$ cat config.mk
export PLATFORM = sky130hd
export DESIGN_NAME = soa_div
export DESIGN_NICKNAME = d
export VERILOG_FILES = /design/src/sv/soa_div.sv
export SDC_FILE = /design/constraint.sdc
export NUM_CORES = 1
export LEC_CHECK = 0
export BUFFER_PORTS_ARGS = -buffer_cell sky130_fd_sc_hd__buf_2
export CAP_MARGIN = 0
export CORE_AREA = 4 4 62 78
export CTS_CLUSTER_SIZE = 30
export DETAILED_ROUTE_END_ITERATION = 10
export DIE_AREA = 0 0 66 82
export PLACE_DENSITY_LB_ADDON = 0.15
export SLEW_MARGIN = 15
export SYNTH_ARGS = -nofsm -noshare
export SYNTH_HDL_FRONTEND = slang
export SYNTH_SLANG_ARGS = --single-unit
$ cat constraint.sdc
create_clock -name clk -period 7.2 [get_ports clk]
set_clock_uncertainty 0.2 [all_clocks]
set_input_delay 0.36 -clock clk [delete_from_list [all_inputs] [get_ports clk]]
set_output_delay 0.36 -clock clk [all_outputs]
set_load 0.01 [all_outputs]
$ cat src/sv/soa_div.sv
// Restoring divider: offset by object size, one quotient bit per cycle.
module soa_div (
  input  logic        clk,
  input  logic        rst,
  input  logic        go,
  input  logic [11:0] dividend,
  input  logic [12:0] divisor,
  output logic        done,
  output logic [11:0] quotient
);
  logic [11:0] rem;
  logic [11:0] q;
  logic [3:0]  cnt;
  logic        run;

  assign quotient = q;

  always_ff @(posedge clk) begin
    if (rst) begin
      run  <= 1'b0;
      done <= 1'b0;
      cnt  <= '0;
    end else begin
      done <= 1'b0;
      if (go) begin
        run <= 1'b1;
        cnt <= 4'd0;
        rem <= '0;
        q   <= dividend;
      end else if (run) begin
        // shift in next dividend bit, subtract if it fits
        if ({1'b0, rem, q[11]} >= {1'b0, divisor}) begin
          rem <= 12'({rem, q[11]} - divisor);
          q   <= {q[10:0], 1'b1};
        end else begin
          rem <= {rem[10:0], q[11]};
          q   <= {q[10:0], 1'b0};
        end
        cnt <= cnt + 4'd1;
        if (cnt == 4'd11) begin
          run  <= 1'b0;
          done <= 1'b1;
        end
      end
    end
  end
endmodule
==> qor.txt <==
run status: completed
Slew Viols, Final: 0
overall power: 0.490 mW
GP Congestion: 0.869
fmax: 337 MHz
sw power: 0.140 mW
final worst-path cycle share: 0.412
combinational power share: 0.257
DRT Pass-1 Iters: 4
kind of critical path: flop to flop
final wirelength: 4.04 mm
layout cells sized above 1: 0.335
# nets final: 269
Resized cells post-CTS: 0
share of the synthesized area in the top cell type: 0.360
die height: 82 um
Post-CTS Setup Bufs: 0
antenna fix cells: 0
global-route wire length before repair: 6.81 mm
ys async rst share: 0
Cell Area, Synth: 2000 um2
Seq/Total Area, Yosys: 0.421
largest net degree at the start of global routing: 29
Arr. time, crit path: 2.80 ns
full die area: 5410 um2
Ys Warns: 0
initial antenna violation count: 0
ranking of synthesized cells by area: edfxtp_1, ha_1, mux2_2, dfxtp_1, nor2_1
DRC violations left: 0
setup TNS: 0 ns
Max VDD drop: 0.131 mV
clk sink count: 30
Synth area leader: edfxtp_1
WL/cell: 14.3 um
multi-input gate area in the final layout: 1070 um2
I/O Buffers: 40
H-tree depth: 2
final HPWL from detailed placement: 3.06 mm
crit path max fanout: 20
Relative slew margins: 0.559
initial core utilization: 0.492
Setup-failing EPs final: 0
DR vias: 1508
Longest Clk Path Bufs: 2
Fillers: 370
count of cell types in the netlist: 52
Post-synth top flop: edfxtp_1
# IOs: 41
Detail Route Antenna Nets: 0
Pint: 0.350 mW
CTS Root Cell: clkbuf_8
Core Box Area: 4070 um2
hold buffers post-CTS: 0
EDFF count, synth: 24
TritonCTS clock tree: built
initial drt markers: 86
die width: 66 um
Syn Inst Count: 183
Max-cap violations: 0
hold crit path type: primary input to flop
worst slew pin tran: 0.653 ns
grt total ovfl: 0
Leak: 0.983 nW
Sequential cell area: 841 um2
RSZ-0062 raised after global routing: false
launching element type of the critical path: flop
clock power share: 0.315
CTS Buf Count: 5
clk slew on worst S/H paths: 0.07 ns
post-synthesis register bit count: 30
Mean Syn Cell Area: 10.9 um2
Clock Latency Late Sink: 0.28 ns
Post-Syn Nets: 226
Net Sw Frac: 0.285
vias in the first global route: 1594
required time of the critical path: 7.04 ns
post-route minimum period: 2.97 ns
Setup crit end kind: flop
DR vias/cell: 5.33
Pwr Density: 209 nW/um2
Sequential Power Share: 0.428
row cnt: 26
area delta synth->final: 17.5%
final hold violation count: 0
All-Layer GR Usage: 0.167
## synthesized netlist by cell type, types with 3 or more instances
| library cell | n |
|---|---|
| xor2_1 | 4 |
| nor2_1 | 19 |
| nand2b_1 | 3 |
| xnor2_1 | 4 |
| mux2i_1 | 6 |
| o21ai_0 | 7 |
| mux2_2 | 12 |
| edfxtp_1 | 24 |
| nand3_1 | 5 |
| a21oi_1 | 8 |
| inv_1 | 15 |
| nor3_1 | 3 |
| clkbuf_1 | 3 |
| ha_1 | 14 |
| a211oi_2 | 4 |
| nand2_1 | 3 |
| dfxtp_1 | 6 |
## layout by cell type, fill, tap and decap left out, drive strengths merged, types with 2 or more instances in the layout
| master | Yosys | layout |
|---|---|---|
| a211oi | 5 | 5 |
| buf | 2 | 41 |
| o21ai | 8 | 8 |
| nand4 | 2 | 2 |
| ha | 14 | 14 |
| a21oi | 8 | 8 |
| mux2i | 6 | 6 |
| nor3 | 3 | 3 |
| o21a | 2 | 2 |
| clkbuf | 3 | 7 |
| a21o | 2 | 2 |
| or2 | 3 | 3 |
| mux2 | 12 | 12 |
| nand2 | 3 | 3 |
| nand3b | 2 | 2 |
| a31oi | 3 | 3 |
| xnor2 | 4 | 4 |
| nor2b | 2 | 2 |
| xor2 | 4 | 4 |
| edfxtp | 24 | 24 |
| nand2b | 5 | 5 |
| dfxtp | 6 | 6 |
| nor2 | 21 | 21 |
| nand3 | 5 | 5 |
| inv | 15 | 16 |
## power by group through the flow
stage | sequential (mW) | combinational [mW] | clock, mW
3_5_place_dp | 0.213 | 0.125 | 0
2_1_floorplan | 0.214 | 0.0980 | 0
4_1_cts | 0.210 | 0.126 | 0.159
5_1_grt | 0.211 | 0.142 | 0.167
3_3_place_gp | 0.213 | 0.123 | 0
6_report | 0.210 | 0.126 | 0.155
## routing by layer
metal,track usage,part of all wire,up-vias
met5,0,0,-
met4,0.0833,0.027,0
met3,0.0465,0.056,9
met2,0.297,0.51,41
met1,0.179,0.40,699
li1,-,-,759
## area by class of cell
class | count | area share
inverters | 15 | 0.0240
clock buffers | 7 | 0.0415
repair buffers | 41 | 0.0884
clock inverters | 1 | 0.00266
well taps | 56 | 0.0298
flip-flops and latches | 30 | 0.358
multi-input cells | 133 | 0.456
## critical path: stages, from the launching register on
cell      delay [ns]
edfxtp_1        0.39
ha_1            0.38
a211oi_2        0.26
nor2_1          0.11
o311ai_0        0.57
a31oi_4         0.43
mux2_2          0.38
## cells by family (layout without fill, tap and decap cells)
| logic type | after synthesis | after routing | share of synthesized area |
|---|---|---|---|
| compound gates | 38 | 38 | 0.149 |
| xor+xnor | 8 | 8 | 0.0350 |
| fa+ha+maj | 15 | 15 | 0.0976 |
| buf+inv | 20 | 64 | 0.0494 |
| flops | 30 | 30 | 0.421 |
| mux | 18 | 18 | 0.0976 |
| simple gates | 54 | 54 | 0.151 |
## flip-flops by register name, indices dropped and copies added (netlist names)
| register | flops |
|---|---|
| cnt | 4 |
| rem | 12 |
| run | 1 |
| done | 1 |
| quotient | 12 |
## final timing paths
| path | startpoint | end | slack (ns) | cells after the start |
|---|---|---|---|---|
| setup reg to reg | rem[5]$_SDFFCE_PP0P_ | quotient[0]$_DFFE_PP_ | 4.23 | 6 |
| hold reg to reg | cnt[3]$_SDFFE_PP0P_ | done$_SDFF_PP0_ | 0.30 | 2 |
| hold / removal | rst | run$_SDFF_PP0_ | 0.09 | 2 |
| setup / recovery | rem[5]$_SDFFCE_PP0P_ | quotient[0]$_DFFE_PP_ | 4.23 | 6 |
## per-stage QoR
stage / util / worst slack [ns] / area, um2 / cells / hold slack, ns
after floorplan: - / 4.47 / 2000 / 183 / 0.239
after global placement: 0.550 / 3.97 / 2240 / 275 / 0.285
after detailed placement: 0.550 / 3.95 / 2240 / 275 / 0.294
after CTS: 0.576 / 4.00 / 2340 / 283 / 0.0886
after global routing: 0.578 / 4.09 / 2350 / 283 / 0.110
final: 0.578 / 4.23 / 2350 / 283 / 0.0922
Note: power is estimated with default switching activity, not from simulation.
